## src/sv/tprs_pkg.sv

```systemverilog
// Shared widths, constants and types of the timer prescaler reload search.
package tprs_pkg;

  // Field widths fixed by the interface.
  localparam int PERIOD_W  = 32;
  localparam int MHZ_W     = 10;
  localparam int FIELD_W   = 16;
  localparam int DATA_W    = 32;
  localparam int ADDR_W    = 3;

  // Full tick count product and the width of a count that passed the range check.
  localparam int FULL_W    = PERIOD_W + MHZ_W;
  localparam int CNT_W     = 33;

  // Default counter width and register reset value.
  localparam int COUNTER_BITS_DEF = 16;
  localparam logic [MHZ_W-1:0] MHZ_RESET = MHZ_W'(200);

  // Largest tick count that can be served.
  localparam logic [FULL_W-1:0] MAX_COUNT = FULL_W'(64'h1_0000_0000);

  // Register index decode: the index is the word address bit.
  localparam int   IDX_BIT         = 2;
  localparam logic REG_COUNTER_MHZ = 1'b0;

  // Status of the shared divider as seen by the sequencer.
  typedef struct packed {
    logic busy;
    logic done;
  } tprs_div_stat_t;

endpackage

```

## src/sv/timer_prescaler_reload_search.sv

```systemverilog
// Top level of the timer prescaler reload search with its register port.
//
//  Channel  | Handshake                         | Contents
//  ---------+-----------------------------------+--------------------------------------
//  input    | start high while busy low         | period_us
//  result   | done strobe, one cycle            | prescale_minus_one, reload_minus_one,
//           |                                   | range_error
//  config   | psel & penable & pwrite (pready=1)| counter_mhz at byte address 0
//
// A word that fails the range check returns its result from the CHECK state.
// Otherwise each prescaler candidate goes through ISSUE, the 33-step serial divider
// and an evaluate step in WAIT, then FINISH registers the result; at most
// 2^COUNTER_BITS candidates are tried.
// busy stays high from the cycle after start until the done strobe.
// rst is synchronous and returns counter_mhz to 200; the result cannot be stalled.
module timer_prescaler_reload_search
  import tprs_pkg::*;
#(
  parameter int COUNTER_BITS = COUNTER_BITS_DEF
) (
  input  logic                clk,
  input  logic                rst,
  input  logic                start,
  input  logic [PERIOD_W-1:0] period_us,
  output logic                busy,
  output logic                done,
  output logic [FIELD_W-1:0]  prescale_minus_one,
  output logic [FIELD_W-1:0]  reload_minus_one,
  output logic                range_error,
  input  logic                psel,
  input  logic                penable,
  input  logic                pwrite,
  input  logic [ADDR_W-1:0]   paddr,
  input  logic [DATA_W-1:0]   pwdata,
  output logic [DATA_W-1:0]   prdata,
  output logic                pready
);

  logic [MHZ_W-1:0] counter_mhz;
  logic             reg_sel;

  assign reg_sel = (paddr[IDX_BIT] == REG_COUNTER_MHZ);

  // Counter clock register, written on the access phase.
  always_ff @(posedge clk) begin
    if (rst) begin
      counter_mhz <= MHZ_RESET;
    end else if (psel && penable && pwrite && pready && reg_sel) begin
      counter_mhz <= pwdata[MHZ_W-1:0];
    end
  end

  // Read back; unmapped addresses read zero.
  always_comb begin
    prdata = '0;
    if (reg_sel) begin
      prdata = DATA_W'(counter_mhz);
    end
  end

  assign pready = 1'b1;

  // Divisor search.
  tprs_search #(
    .COUNTER_BITS (COUNTER_BITS)
  ) u_search (
    .clk                (clk),
    .rst                (rst),
    .start              (start),
    .period_us          (period_us),
    .counter_mhz        (counter_mhz),
    .busy               (busy),
    .done               (done),
    .prescale_minus_one (prescale_minus_one),
    .reload_minus_one   (reload_minus_one),
    .range_error        (range_error)
  );

endmodule

```

## src/sv/tprs_div.sv

```systemverilog
// Restoring serial divider: one quotient bit per cycle, shared by all divisors.
module tprs_div
  import tprs_pkg::*;
#(
  parameter int DW = COUNTER_BITS_DEF + 1
) (
  input  logic                 clk,
  input  logic                 rst,
  input  logic                 start,
  input  logic [CNT_W-1:0]     dividend,
  input  logic [DW-1:0]        divisor,
  output tprs_div_stat_t       stat,
  output logic [CNT_W-1:0]     quotient,
  output logic [DW-1:0]        remainder
);

  localparam int STEP_W = $clog2(CNT_W + 1);
  localparam logic [STEP_W-1:0] STEPS = STEP_W'(CNT_W);

  logic [CNT_W-1:0]  acc;
  logic [DW-1:0]     rem;
  logic [DW-1:0]     dsr;
  logic [STEP_W-1:0] step;
  logic              done;

  logic [DW:0]       trial;
  logic [DW:0]       diff;
  logic              fits;
  logic [DW-1:0]     rem_next;
  logic [CNT_W-1:0]  acc_next;

  // One restoring step: shift in the next dividend bit and try a subtract.
  always_comb begin
    trial    = {rem, acc[CNT_W-1]};
    diff     = trial - {1'b0, dsr};
    fits     = (trial >= {1'b0, dsr});
    rem_next = fits ? diff[DW-1:0] : trial[DW-1:0];
    acc_next = {acc[CNT_W-2:0], fits};
  end

  // Step counter and completion strobe.
  always_ff @(posedge clk) begin
    if (rst) begin
      step <= '0;
      done <= 1'b0;
    end else begin
      done <= 1'b0;
      if (start) begin
        step <= STEPS;
      end else if (step != '0) begin
        step <= step - STEP_W'(1);
        if (step == STEP_W'(1)) begin
          done <= 1'b1;
        end
      end
    end
  end

  // Datapath: the dividend register fills with quotient bits as it shifts.
  always_ff @(posedge clk) begin
    if (start) begin
      acc <= dividend;
      rem <= '0;
      dsr <= divisor;
    end else if (step != '0) begin
      acc <= acc_next;
      rem <= rem_next;
    end
  end

  assign stat.busy = (step != '0);
  assign stat.done = done;
  assign quotient  = acc;
  assign remainder = rem;

endmodule

```

## src/sv/tprs_search.sv

```systemverilog
// Sequencer that walks the prescaler divisors through the shared divider.
module tprs_search
  import tprs_pkg::*;
#(
  parameter int COUNTER_BITS = COUNTER_BITS_DEF
) (
  input  logic                clk,
  input  logic                rst,
  input  logic                start,
  input  logic [PERIOD_W-1:0] period_us,
  input  logic [MHZ_W-1:0]    counter_mhz,
  output logic                busy,
  output logic                done,
  output logic [FIELD_W-1:0]  prescale_minus_one,
  output logic [FIELD_W-1:0]  reload_minus_one,
  output logic                range_error
);

  localparam int DW = COUNTER_BITS + 1;
  localparam logic [CNT_W-1:0] LIMIT_Q = CNT_W'(1) << COUNTER_BITS;
  localparam logic [DW-1:0]    LIMIT_I = DW'(1) << COUNTER_BITS;

  typedef enum logic [2:0] {
    IDLE,
    CHECK,
    ISSUE,
    WAIT,
    FINISH
  } state_t;

  state_t            state;
  logic [FULL_W-1:0] count_full;
  logic [CNT_W-1:0]  count;
  logic [CNT_W-1:0]  best_rem;
  logic [DW-1:0]     div_i;
  logic [DW-1:0]     best_i;
  logic [DW-1:0]     best_j;

  tprs_div_stat_t    div_stat;
  logic [CNT_W-1:0]  quotient;
  logic [DW-1:0]     remainder;

  logic [CNT_W-1:0]  rem_ext;
  logic              valid_j;
  logic              better;
  logic              exact;
  logic              last;
  logic [DW-1:0]     pre_m1;
  logic [DW-1:0]     rel_m1;
  logic [DW+FIELD_W-1:0] pre_ext;
  logic [DW+FIELD_W-1:0] rel_ext;

  // Shared divider: tick count over the current prescaler candidate.
  tprs_div #(
    .DW (DW)
  ) u_div (
    .clk       (clk),
    .rst       (rst),
    .start     (state == ISSUE),
    .dividend  (count),
    .divisor   (div_i),
    .stat      (div_stat),
    .quotient  (quotient),
    .remainder (remainder)
  );

  // The product i*reload equals count minus the remainder, so the best
  // candidate is the one with the smallest remainder among legal reloads.
  always_comb begin
    rem_ext = CNT_W'(remainder);
    valid_j = (quotient <= LIMIT_Q);
    better  = valid_j && (rem_ext < best_rem);
    exact   = valid_j && (remainder == '0);
    last    = (div_i == LIMIT_I);
    pre_m1  = best_i - DW'(1);
    rel_m1  = best_j - DW'(1);
    pre_ext = {{FIELD_W{1'b0}}, pre_m1};
    rel_ext = {{FIELD_W{1'b0}}, rel_m1};
  end

  // Sequencer with its registered result word.
  always_ff @(posedge clk) begin
    if (rst) begin
      state <= IDLE;
      done  <= 1'b0;
    end else begin
      done <= 1'b0;
      unique case (state)
        IDLE: begin
          if (start) begin
            count_full <= FULL_W'(period_us) * FULL_W'(counter_mhz);
            state      <= CHECK;
          end
        end
        CHECK: begin
          if ((count_full == '0) || (count_full > MAX_COUNT)) begin
            done               <= 1'b1;
            range_error        <= 1'b1;
            prescale_minus_one <= '0;
            reload_minus_one   <= '0;
            state              <= IDLE;
          end else begin
            count    <= count_full[CNT_W-1:0];
            best_rem <= count_full[CNT_W-1:0];
            div_i    <= DW'(1);
            state    <= ISSUE;
          end
        end
        ISSUE: begin
          state <= WAIT;
        end
        WAIT: begin
          if (div_stat.done) begin
            if (better) begin
              best_rem <= rem_ext;
              best_i   <= div_i;
              best_j   <= quotient[DW-1:0];
            end
            if (exact || last) begin
              state <= FINISH;
            end else begin
              div_i <= div_i + DW'(1);
              state <= ISSUE;
            end
          end
        end
        FINISH: begin
          done  <= 1'b1;
          state <= IDLE;
          // No legal reload was found when the best remainder is still the count.
          if (best_rem == count) begin
            range_error        <= 1'b1;
            prescale_minus_one <= '0;
            reload_minus_one   <= '0;
          end else begin
            range_error        <= 1'b0;
            prescale_minus_one <= pre_ext[FIELD_W-1:0];
            reload_minus_one   <= rel_ext[FIELD_W-1:0];
          end
        end
        default: begin
          state <= IDLE;
        end
      endcase
    end
  end

  assign busy = (state != IDLE);

endmodule

```

## config.mk

```make
export PLATFORM = sky130hd
export DESIGN_NAME = timer_prescaler_reload_search
export DESIGN_NICKNAME = d
export VERILOG_FILES = /design/src/sv/tprs_pkg.sv /design/src/sv/timer_prescaler_reload_search.sv /design/src/sv/tprs_div.sv /design/src/sv/tprs_search.sv
export SDC_FILE = /design/constraint.sdc
export NUM_CORES = 1
export LEC_CHECK = 0
export BUFFER_PORTS_ARGS = -buffer_cell sky130_fd_sc_hd__buf_2
export CORE_ASPECT_RATIO = 1.2
export CORE_MARGIN = 4
export CORE_UTILIZATION = 48
export CTS_CLUSTER_DIAMETER = 30
export CTS_CLUSTER_SIZE = 10
export DETAILED_ROUTE_END_ITERATION = 8
export PLACE_DENSITY = 0.77
export RECOVER_POWER = 25
export SLEW_MARGIN = 5
export SYNTH_ARGS = -nofsm -noshare
export SYNTH_HDL_FRONTEND = slang
export SYNTH_SLANG_ARGS = --single-unit
```

## constraint.sdc

```tcl
create_clock -name clk -period 12.7 [get_ports clk]
set_input_delay 1.27 -clock clk [delete_from_list [all_inputs] [get_ports clk]]
set_output_delay 1.27 -clock clk [all_outputs]
set_load 0.01 [all_outputs]
```

==> metrics, run 1 <==
outcome complete, but fails checks; failing checks capacitance limit, slew limit; Post-Synthesis Cells 2,248; Initial DRC Count 894; Post-synth EDFFs 240; Die H approximately 250 um; Resize count post-CTS 0; post-layout util 54.3%; Hold Path Class register to register; part of the power in combinational logic a little under two fifths; clock share of power 29.8%; Setup CP Type register to register; Yosys reg bits between 200 and 300; pre-CTS setup slack 5.40 ns; critical path arrival between 7 and 8 ns; Synth Warn # 0; nets 2,732; Async S/R FF share, synth 0%; total CTS buffers 50; Synth Area in Adders 27.7%; area occupied by multi-input gates 13,100 um2; CTS H-tree lvls 2; Leak about 11 nW; clock slew at reported path FFs approximately 0.050 ns; Power Density 171 nW/um2; # hold bufs at CTS 0; post-synthesis xor/xnor area fraction under 10%; gp weighted congestion 0.890; Final Cycle Share a little under three fifths; Crit path buffers/inverters 6; share of layout cells above drive strength 1 8.75%; Synth Cell Area 22,500 um2; Compound-Gate Fraction of Synth Area 7.09%; vias in the first global route around 17,000; Sw Share 36.4%; Setup WS post-layout 5.70 ns; Layout Skew roughly 0.020 ns; global-route wire length before repair between 80 and 90 mm; Final setup viols 0; Synth Area in Simple Gates 17.7%; Seq/Total Area, Yosys 35.3%; Core Area 46,200 um2; vias 15,800; Least-Margin Pin Slew 2.16 ns; Final HPWL DP 36.8 mm; fillers 3,869; initial antenna violation count 0; Remaining DRCs 0; Post-CTS Setup Inserts 0; Yosys top cell area share 32.0%; VDD IR max ~0.11 mV; CP max FO 21; max_slew headroom -44.1%; WL/cell approximately 16 um; GRT Resource Usage Total 19.8%; number of port buffers 93; DRT Wirelength between 40 and 50 mm; Clk Latency, worst-skew pair 0.57 ns; number of vias per cell 5.36; initial core utilization between 40 and 50%; GRT overflow 0; drt first pass iters 5; Critical Path RT 13.01 ns; Max stage delay on crit path 0.68 ns; CP Cell Sequence buf_4 -> nand2_1 -> fa_1 -> inv_1 -> fa_1 -> inv_1 -> fa_1 -> inv_1 -> fa_1 -> inv_1 -> fa_1 -> inv_1 -> ha_1 -> nand2_1 -> a211o_1 -> a21oi_1 -> o21ai_0 -> o31ai_1 -> a21oi_1 -> o32ai_1 -> a41oi_1 -> xnor2_1; # IOs 141; CTS tree built; Root Driver clkbuf_16; CP max stage cell dfxtp_1; Max Cap Violations 3; Primary FF master, synth edfxtp_1; RSZ-0062 raised after global routing no; post-synth top area cell edfxtp_1; die area approximately 51,000 um2; CTS Sinks 278; Pwr Total 4.30 mW; final hold vios 0; multiplexer share of the synthesized area 0.0444%; chip width between 200 and 250 um; cell family with most CP delay adder cells; post-route ant nets 0; Hold WS roughly 0.46 ns; CP Launch Type register; Final min period 7.00 ns; crit end category register; cell internal pwr 2.73 mW; NetSw between 1.5 and 2 mW; synthesized area per cell between 10 and 15 um2; largest family of logic cells by synthesized area adder cells; total negative setup slack 0 ns; FP Rows 86; Clock Path Buffers 3; Fmax 143 MHz; Pins Over Slew Limit 140; pin count of the biggest net entering global routing 55; Flop pwr share 32.2%; area grow syn2layout 11.3%; FF/Latch Area 7970 um2; n_diodes 0; Synth area leaders edfxtp_1 32%, fa_1 21%, ha_1 6.5%; Yosys cell types 62
-- metrics by stage --
| stage | cells | area (um2) |
|---|---|---|
| final | 2958 | 25100 |
| after global routing | 2958 | 25100 |
| after global placement | 2867 | 23400 |
| after CTS | 2958 | 25100 |
| after detailed placement | 2867 | 23400 |
| after floorplan | 2269 | 22600 |
-- registers in the layout, summed over array words and instances (netlist names), 3 cells and up --
| register | count |
|---|---|
| counter_mhz | 10 |
| u_search.best_i | 16 |
| u_search.best_j | 16 |
| u_search.best_rem | 33 |
| u_search.count | 33 |
| u_search.count_full | 42 |
| u_search.div_i | 17 |
| u_search.prescale_minus_one | 16 |
| u_search.reload_minus_one | 16 |
| u_search.state | 3 |
| u_search.u_div.dsr | 17 |
| u_search.u_div.quotient | 33 |
| u_search.u_div.remainder | 17 |
| u_search.u_div.step | 6 |
-- layout make-up --
type                       instances  share of cell area (%)
clock inverter                    38                    1.52
inverter                         270                    4.04
timing repair buffer             112                    2.38
tap                              616                    3.07
clock buffer                      53                    5.12
multi-input combinational       1591                    52.1
sequential                       278                    31.8
-- worst register-to-register path, stage by stage (launching register included) --
cell and delay, ns:
dfxtp_1 0.68, buf_4 0.38, nand2_1 0.13, fa_1 0.51, inv_1 0.05, fa_1 0.49, inv_1 0.05, fa_1 0.48
inv_1 0.06, fa_1 0.53, inv_1 0.06, fa_1 0.54, inv_1 0.05, ha_1 0.37, nand2_1 0.10, a211o_1 0.30
a21oi_1 0.22, o21ai_0 0.26, o31ai_1 0.45, a21oi_1 0.25, o32ai_1 0.44, a41oi_1 0.19, xnor2_1 0.16
-- power by group through the flow --
stage	combinational (mW)	clock, mW	sequential [mW]
2_1_floorplan	1.30	0	1.34
3_3_place_gp	1.55	0	1.39
3_5_place_dp	1.61	0	1.40
4_1_cts	1.63	1.30	1.38
5_1_grt	1.87	1.35	1.40
6_report	1.63	1.28	1.39
-- synth_stat cells (all sizes together), types with 3 or more instances --
master / n
a21oi: 96
o31a: 3
a21boi: 4
a31oi: 10
and2: 189
nand3b: 6
o21bai: 6
o221ai: 4
nand3: 16
o211ai: 4
buf: 37
nor4: 41
inv: 269
fa: 239
o31ai: 4
o21ai: 47
and4: 3
a21o: 40
a211oi: 9
edfxtp: 240
o21a: 7
nand2: 377
clkbuf: 93
nor2: 99
dfxtp: 38
xor2: 60
ha: 117
nand2b: 4
or3: 5
nor3: 26
and3: 14
nor2b: 17
xnor2: 67
nand4: 22
or4: 5
-- cell usage in the layout, fill, tap and decap left out, types with 6 or more instances in the layout --
cell / n
a211oi_1: 8
a21o_1: 40
a21oi_1: 96
a31oi_1: 10
and2_1: 186
and3_1: 13
buf_2: 91
buf_4: 17
clkbuf_1: 6
clkbuf_16: 51
clkinv_1: 6
clkinv_4: 9
clkinvlp_4: 12
conb_1: 23
dfxtp_1: 38
edfxtp_1: 240
fa_1: 239
ha_1: 117
inv_1: 269
nand2_1: 377
nand3_1: 16
nand3b_1: 6
nand4_1: 22
nor2_1: 98
nor2b_1: 16
nor3_1: 24
nor4_1: 41
o21a_1: 7
o21ai_0: 46
o21bai_1: 6
xnor2_1: 67
xor2_1: 60
-- logic make-up (layout without fill, tap and decap cells) --
kind of cell	after synthesis	after routing
AND/OR/NAND/NOR	831	831
buffers and inverters	400	473
adder cells (fa/ha/maj)	356	356
flip-flops	278	278
AO/OA/AOI/OAI	253	253
XOR/XNOR	127	127
other	2	23
multiplexers	1	1
-- per-layer routing --
| metal | track usage [%] | vias to the layer above | part of all wire, % |
|---|---|---|---|
| met5 | 0 | - | 0 |
| met4 | 8.01 | 0 | 3.4 |
| met3 | 2.72 | 119 | 5.7 |
| met2 | 35.1 | 550 | 51 |
| met1 | 24.2 | 7764 | 40 |
| li1 | - | 7416 | - |
-- final timing paths --
kind / cells past startpoint / endpoint / startpoint / slack, ns
setup / recovery: 22 / u_search.count_full[40]$_DFFE_PP_ / counter_mhz[2]$_SDFFE_PP0P_ / 5.70
hold / removal: 2 / counter_mhz[8]$_SDFFE_PP0P_ / counter_mhz[8]$_SDFFE_PP0P_ / 0.46
setup reg to reg: 22 / u_search.count_full[40]$_DFFE_PP_ / counter_mhz[2]$_SDFFE_PP0P_ / 5.70
hold reg to reg: 2 / counter_mhz[8]$_SDFFE_PP0P_ / counter_mhz[8]$_SDFFE_PP0P_ / 0.46
Note: power is estimated with default switching activity, not from simulation.
==> run 2: changes to the inputs <==
Clock period 12.7 ns to 6.9 ns, I/O delays scaled along.
==> run 2 against run 1 <==
Against the previous run:
- the flow still finishes with violations (capacitance limit, slew limit)
- sequential share of layout area hardly changed
- clock power is 85% higher
- clock skew is 0.016 ns higher
- register-to-register slack worse by 5.3 ns
- clock-buffer cell count is 1 lower
- die area stayed put
- fmax is 7.8% higher
- sequential power is 84% higher
- total power is 85% higher
- flip-flop and latch count stayed put
==> metrics, run 2 (synthesis results as in run 1) <==
outcome complete, but fails checks (unchanged); failing checks capacitance limit, slew limit (unchanged); vias in the first global route 16,900 (was 17,000); Max Cap Violations 2 (was 3); CP max stage cell dfxtp_1 (unchanged); chip width 206 um (unchanged); vias 16,000 (was 15,800); total negative setup slack 0 ns (unchanged); Final min period 6.49 ns (was 7.00 ns); critical path arrival 6.82 ns (was 7.31 ns); Die H 245 um (unchanged); Crit path buffers/inverters 4 (was 6); global-route wire length before repair 82.8 mm (was 82.4 mm); drt first pass iters 6 (was 5); Biggest register u_search.count_full (unchanged); number of vias per cell 5.39 (was 5.36); Largest register FFs 42 (unchanged); FP Rows 86 (unchanged); pin count of the biggest net entering global routing 55 (unchanged); CTS H-tree lvls 2 (unchanged); Root Driver clkbuf_16 (unchanged); n_diodes 0 (unchanged); initial antenna violation count 0 (unchanged); nets 2,741 (was 2,732); GRT Resource Usage Total 19.9% (was 19.8%); CP Cell Sequence buf_4 -> nand2_1 -> fa_1 -> inv_1 -> fa_1 -> fa_1 -> fa_1 -> inv_1 -> fa_1 -> inv_1 -> ha_1 -> a21o_1 -> a31o_2 -> a21oi_1 -> o21ai_0 -> a21oi_1 -> o21ai_0 -> a41o_1 -> a221oi_1 -> xnor2_1 (was buf_4 -> nand2_1 -> fa_1 -> inv_1 -> fa_1 -> inv_1 -> fa_1 -> inv_1 -> fa_1 -> inv_1 -> fa_1 -> inv_1 -> ha_1 -> nand2_1 -> a211o_1 -> a21oi_1 -> o21ai_0 -> o31ai_1 -> a21oi_1 -> o32ai_1 -> a41oi_1 -> xnor2_1); number of port buffers 93 (unchanged); VDD IR max 0.241 mV (was 0.108 mV); Clock Path Buffers 3 (unchanged); initial core utilization 48.8% (unchanged); Final Instance Area 25,100 um2 (about the same); GRT overflow 0 (unchanged); crit end category register (unchanged); Hold Path Class input port to register (was register to register); commonest non-fill, non-tap cells in the layout 377 x nand2_1, 269 x inv_1, 240 x edfxtp_1 (unchanged); Core Area 46,200 um2 (unchanged); Setup CP Type register to register (unchanged); Power Density 316 nW/um2 (was 171 nW/um2); Least-Margin Pin Slew 2.27 ns (was 2.16 ns); CP dominant cell by count fa_1; post-layout util 54.4% (was 54.3%); Final Cycle Share 94.1% (was 55.1%); Fmax 154 MHz (was 143 MHz); Post-CTS Setup Inserts 0 (unchanged); commonest non-fill, non-tap cell in the layout nand2_1 (unchanged); Initial DRC Count 868 (was 894); max_slew headroom -51.6% (was -44.1%); share of layout cells above drive strength 1 7.74% (was 8.75%); placement-stage cell area 23,500 um2 (was 23,400 um2); die area 50,500 um2 (unchanged); CP Launch Type register (unchanged); Final HPWL DP 36.9 mm (was 36.8 mm); Leak 11.0 nW (was 11.1 nW); Clk Latency, worst-skew pair 0.59 ns (was 0.57 ns); final hold vios 0 (unchanged); Pins Over Slew Limit 106 (was 140); post-route ant nets 0 (unchanged); RSZ-0062 raised after global routing no (unchanged); # IOs 141 (unchanged); CTS Sinks 278 (unchanged); total CTS buffers 50 (unchanged); clock slew at reported path FFs 0.05 ns (about the same); Critical Path RT 7.23 ns (was 13.01 ns); CP max FO 18 (was 21); WL/cell 16.5 um (was 16.4 um); Layout Skew 0.0363 ns (was 0.0204 ns); area grow syn2layout 11.5% (was 11.3%); cell family with most CP delay adder cells (unchanged); Max stage delay on crit path 0.63 ns (was 0.68 ns); CTS tree built (unchanged); gp weighted congestion 0.926 (was 0.890); DRT Wirelength 49.1 mm (was 48.6 mm); Final setup viols 0 (unchanged); Remaining DRCs 0 (unchanged)
## run 2: changes by cell type in the layout (fill, tap and decap cells not counted), moves of 3 or more
cell / before / now
clkinv_2: 3 / 7
clkinv_4: 9 / 6
buf_2: 91 / 58
clkbuf_1: 6 / 39
buf_4: 17 / 26
## run 2: per-layer routing
metal / vias to the layer above / routed length (um) / global-route usage [%]
li1: 7437 / - / -
met1: 7915 / 19100 / 24.0
met2: 519 / 25400 / 35.8
met3: 131 / 2790 / 2.84
met4: 0 / 1810 / 8.01
met5: - / 0 / 0
## run 2: final timing paths
path,from,depth (start not counted),slack (ns),to
min,pwdata[5],3,0.34,counter_mhz[5]$_SDFFE_PP0P_
max reg2reg,counter_mhz[1]$_SDFFE_PP0P_,20,0.41,u_search.count_full[41]$_DFFE_PP_
max,counter_mhz[1]$_SDFFE_PP0P_,20,0.41,u_search.count_full[41]$_DFFE_PP_
min reg2reg,u_search.count_full[18]$_DFFE_PP_,0,0.47,u_search.count[18]$_DFFE_PP_
## run 2: worst reg2reg max path, cell delays in order (launching register included)
cell,delay (ns)
dfxtp_1,0.63
buf_4,0.35
nand2_1,0.11
fa_1,0.49
inv_1,0.05
fa_1,0.52
fa_1,0.44
fa_1,0.55
inv_1,0.06
fa_1,0.56
inv_1,0.06
ha_1,0.40
a21o_1,0.23
a31o_2,0.22
a21oi_1,0.15
o21ai_0,0.12
a21oi_1,0.30
o21ai_0,0.23
a41o_1,0.34
a221oi_1,0.32
xnor2_1,0.11
## run 2: where the power goes
part | leakage (nW) | total [mW] | switching, mW | internal [mW]
clock | 0.784 | 2.37 | 0.873 | 1.50
combinational | 7.70 | 3.02 | 1.77 | 1.24
sequential | 2.57 | 2.56 | 0.271 | 2.29
total | 11.0 | 7.95 | 2.92 | 5.03
## run 2: layout make-up
cell class              instances  area [um2]
well taps                     616         771
inverters                     270        1010
fillers                      3874       21000
repair buffers                121         624
clock buffers                  52        1260
clock inverters                40         419
multi-input cells            1591       13100
flip-flops and latches        278        7970
## run 2: timing repair
| item | CTS | global route |
|---|---|---|
| endpoints found under the setup margin | 0 | 1 |
| hold buffers | 0 | 0 |
| resized for setup | 0 | 1 |
## run 2: stage by stage
step / hold slack (ns) / setup WS [ns] / power (mW) / cells
2_1_floorplan: 0.442 / 0.771 / 4.87 / 2269
3_3_place_gp: 0.448 / 0.406 / 5.44 / 2876
3_5_place_dp: 0.461 / 0.410 / 5.56 / 2876
4_1_cts: 0.314 / 0.522 / 7.97 / 2968
5_1_grt: 0.331 / 0.0314 / 8.54 / 2968
6_report: 0.339 / 0.410 / 7.95 / 2968
==> run 3: changes to the inputs <==
Settings changed: MAX_ROUTING_LAYER from default to met4, SLEW_MARGIN 5 to default.
==> run 3 against run 2 <==
Against the previous run:
- the flow still finishes with violations (capacitance limit, slew limit)
- register-to-register slack is essentially flat
- wire length grew 0.65%
- flip-flop and latch count is the same
- critical path type unchanged
- highest routed layer unchanged
==> metrics, run 3 (synthesis results as in run 1) <==
GRT overflow 0 (unchanged); Setup WS post-layout 0.411 ns (was 0.410 ns); commonest non-fill, non-tap cell in the layout nand2_1 (unchanged); Biggest register u_search.count_full (unchanged); clock share of power 30.2% (was 29.8%); Max stage delay on crit path 0.82 ns (was 0.63 ns); final hold vios 0 (unchanged); VDD IR max 0.198 mV (was 0.241 mV); Largest register FFs 42 (unchanged); Max Cap Violations 3 (was 2); Final Instance Area 25,100 um2 (about the same); Final min period 6.49 ns (about the same); pre-CTS setup slack 0.380 ns (was 0.410 ns); part of the power in combinational logic 37.9% (was 38.0%); # hold bufs at CTS 0 (unchanged); nets 2,739 (was 2,741); clock slew at reported path FFs 0.04 ns (was 0.05 ns); critical path arrival 6.79 ns (was 6.82 ns); Pins Over Slew Limit 141 (was 106); initial antenna violation count 1 (was 0); Power Density 319 nW/um2 (was 316 nW/um2); FF/Latch Area 7970 um2 (about the same); Clk Latency, worst-skew pair 0.57 ns (was 0.59 ns); initial core utilization 48.8% (unchanged); total CTS buffers 49 (was 50); Final setup viols 0 (unchanged); number of port buffers 93 (unchanged); Clock Path Buffers 3 (unchanged); Layout Skew 0.0211 ns (was 0.0363 ns); Least-Margin Pin Slew 2.31 ns (was 2.27 ns); CTS H-tree lvls 2 (unchanged); Core Area 46,200 um2 (unchanged); area occupied by multi-input gates 13,100 um2 (unchanged); placement-stage cell area 23,500 um2 (about the same); Leak 11.0 nW (about the same); CTS Sinks 278 (unchanged); Crit path buffers/inverters 3 (was 4); # IOs 141 (unchanged); outcome complete, but fails checks (unchanged); vias in the first global route 17,100 (was 16,900); CP Launch Type register (unchanged); RSZ-0062 raised after global routing no (unchanged); WL/cell 16.7 um (was 16.5 um); Fmax 154 MHz (about the same); die area 50,500 um2 (unchanged); Critical Path RT 7.20 ns (was 7.23 ns); CP max FO 20 (was 18); Sw Share 35.9% (was 36.7%); DRT Wirelength 49.4 mm (was 49.1 mm); GRT Resource Usage Total 20.6% (was 19.9%); FP Rows 86 (unchanged); fillers 3,861 (was 3,874); post-route ant nets 0 (unchanged); Root Driver clkbuf_16 (unchanged); drt first pass iters 5 (was 6); cell family with most CP delay adder cells (unchanged); setup slack, reg-to-reg 0.41 ns (about the same); Final HPWL DP 37.1 mm (was 36.9 mm); gp weighted congestion 0.931 (was 0.926); share of layout cells above drive strength 1 7.24% (was 7.74%); Post-CTS Setup Inserts 0 (unchanged); Remaining DRCs 0 (unchanged); Die H 245 um (unchanged); global-route wire length before repair 83.3 mm (was 82.8 mm); Resize count post-CTS 0 (unchanged); CTS tree built (unchanged); CP Cell Sequence nand2_1 -> fa_1 -> fa_1 -> inv_1 -> fa_1 -> fa_1 -> inv_1 -> fa_1 -> inv_1 -> ha_1 -> a21oi_1 -> a211o_1 -> a21oi_1 -> o21ai_0 -> o31ai_1 -> a21oi_1 -> o32ai_1 -> a41oi_1 -> xnor2_1 (was buf_4 -> nand2_1 -> fa_1 -> inv_1 -> fa_1 -> fa_1 -> fa_1 -> inv_1 -> fa_1 -> inv_1 -> ha_1 -> a21o_1 -> a31o_2 -> a21oi_1 -> o21ai_0 -> a21oi_1 -> o21ai_0 -> a41o_1 -> a221oi_1 -> xnor2_1); crit end category register (unchanged); total negative setup slack 0 ns (unchanged); Initial DRC Count 878 (was 868); Flop pwr share 31.9% (was 32.2%); CP max stage cell dfxtp_1 (unchanged); pin count of the biggest net entering global routing 55 (unchanged); NetSw 2.88 mW (was 2.92 mW); max_slew headroom -54.0% (was -51.6%); vias 15,900 (was 16,000); number of vias per cell 5.36 (was 5.39); CP dominant cell by count fa_1 (unchanged); Hold Path Class input port to register (unchanged); area grow syn2layout 11.4% (was 11.5%); Final Cycle Share 94.0% (was 94.1%); cell internal pwr 5.13 mW (was 5.03 mW); Setup CP Type register to register (unchanged); commonest non-fill, non-tap cells in the layout 377 x nand2_1, 269 x inv_1, 240 x edfxtp_1 (unchanged); failing checks capacitance limit, slew limit (unchanged); chip width 206 um (unchanged)
==> run 3: changes by cell type in the layout (fill, tap and decap cells not counted), moves of 2 or more <==
cell        before  now
clkinv_2         7    5
clkinv_16        2    0
clkbuf_1        39   45
clkinv_8         0    2
clkinv_4         6    0
clkinvlp_4      11    6
bufinv_16        4    8
inv_6            3    5
clkinv_1         7    9
==> run 3: worst register-to-register path, stage by stage (launching register included) <==
cell and delay, ns:
dfxtp_1 0.82, nand2_1 0.18, fa_1 0.51, fa_1 0.55, inv_1 0.06, fa_1 0.51
fa_1 0.54, inv_1 0.05, fa_1 0.53, inv_1 0.04, ha_1 0.35, a21oi_1 0.13
a211o_1 0.29, a21oi_1 0.17, o21ai_0 0.24, o31ai_1 0.36, a21oi_1 0.18, o32ai_1 0.39
a41oi_1 0.19, xnor2_1 0.15
==> run 3: final timing paths <==
path / start / cells past startpoint / end
worst min register to register: u_search.count_full[30]$_DFFE_PP_ / 0 / u_search.count[30]$_DFFE_PP_
worst min-delay path: pwdata[3] / 3 / counter_mhz[3]$_SDFFE_PP1P_
worst max-delay path: counter_mhz[7]$_SDFFE_PP1P_ / 19 / u_search.count_full[40]$_DFFE_PP_
worst max register to register: counter_mhz[7]$_SDFFE_PP1P_ / 19 / u_search.count_full[40]$_DFFE_PP_
==> run 3: stage by stage <==
stage,cells,utilization (%),power [mW],hold WS [ns]
3_3_place_gp,2875,50.9,5.45,0.448
4_1_cts,2965,54.5,8.04,0.315
5_1_grt,2966,54.4,8.59,0.349
3_5_place_dp,2875,50.9,5.57,0.458
2_1_floorplan,2269,-,4.87,0.442
6_report,2966,54.4,8.01,0.337
==> run 3: power by group through the flow <==
stage	Sequential, mW	Combinational (mW)	Clock [mW]
6_report	2.56	3.03	2.42
5_1_grt	2.58	3.46	2.54
4_1_cts	2.55	3.03	2.45
3_5_place_dp	2.58	2.99	0
3_3_place_gp	2.56	2.89	0
2_1_floorplan	2.47	2.40	0
==> run 3: metal layers <==
layer / vias to the layer above / share of wire, % / track usage (%)
met5: - / 0 / -
met4: 0 / 4.2 / 8.99
met3: 154 / 6.0 / 2.70
met2: 568 / 51 / 35.8
met1: 7748 / 38 / 24.0
li1: 7435 / - / -
==> run 3: cell type report <==
class	instances	area share (%)
Clock buffer	56	4.99
Clock inverter	34	1.66
Timing Repair Buffer	120	2.45
Antenna cell	1	0.00997
Inverter	270	4.04
Multi-Input combinational cell	1591	52.0
Tap cell	616	3.07
Sequential cell	278	31.7
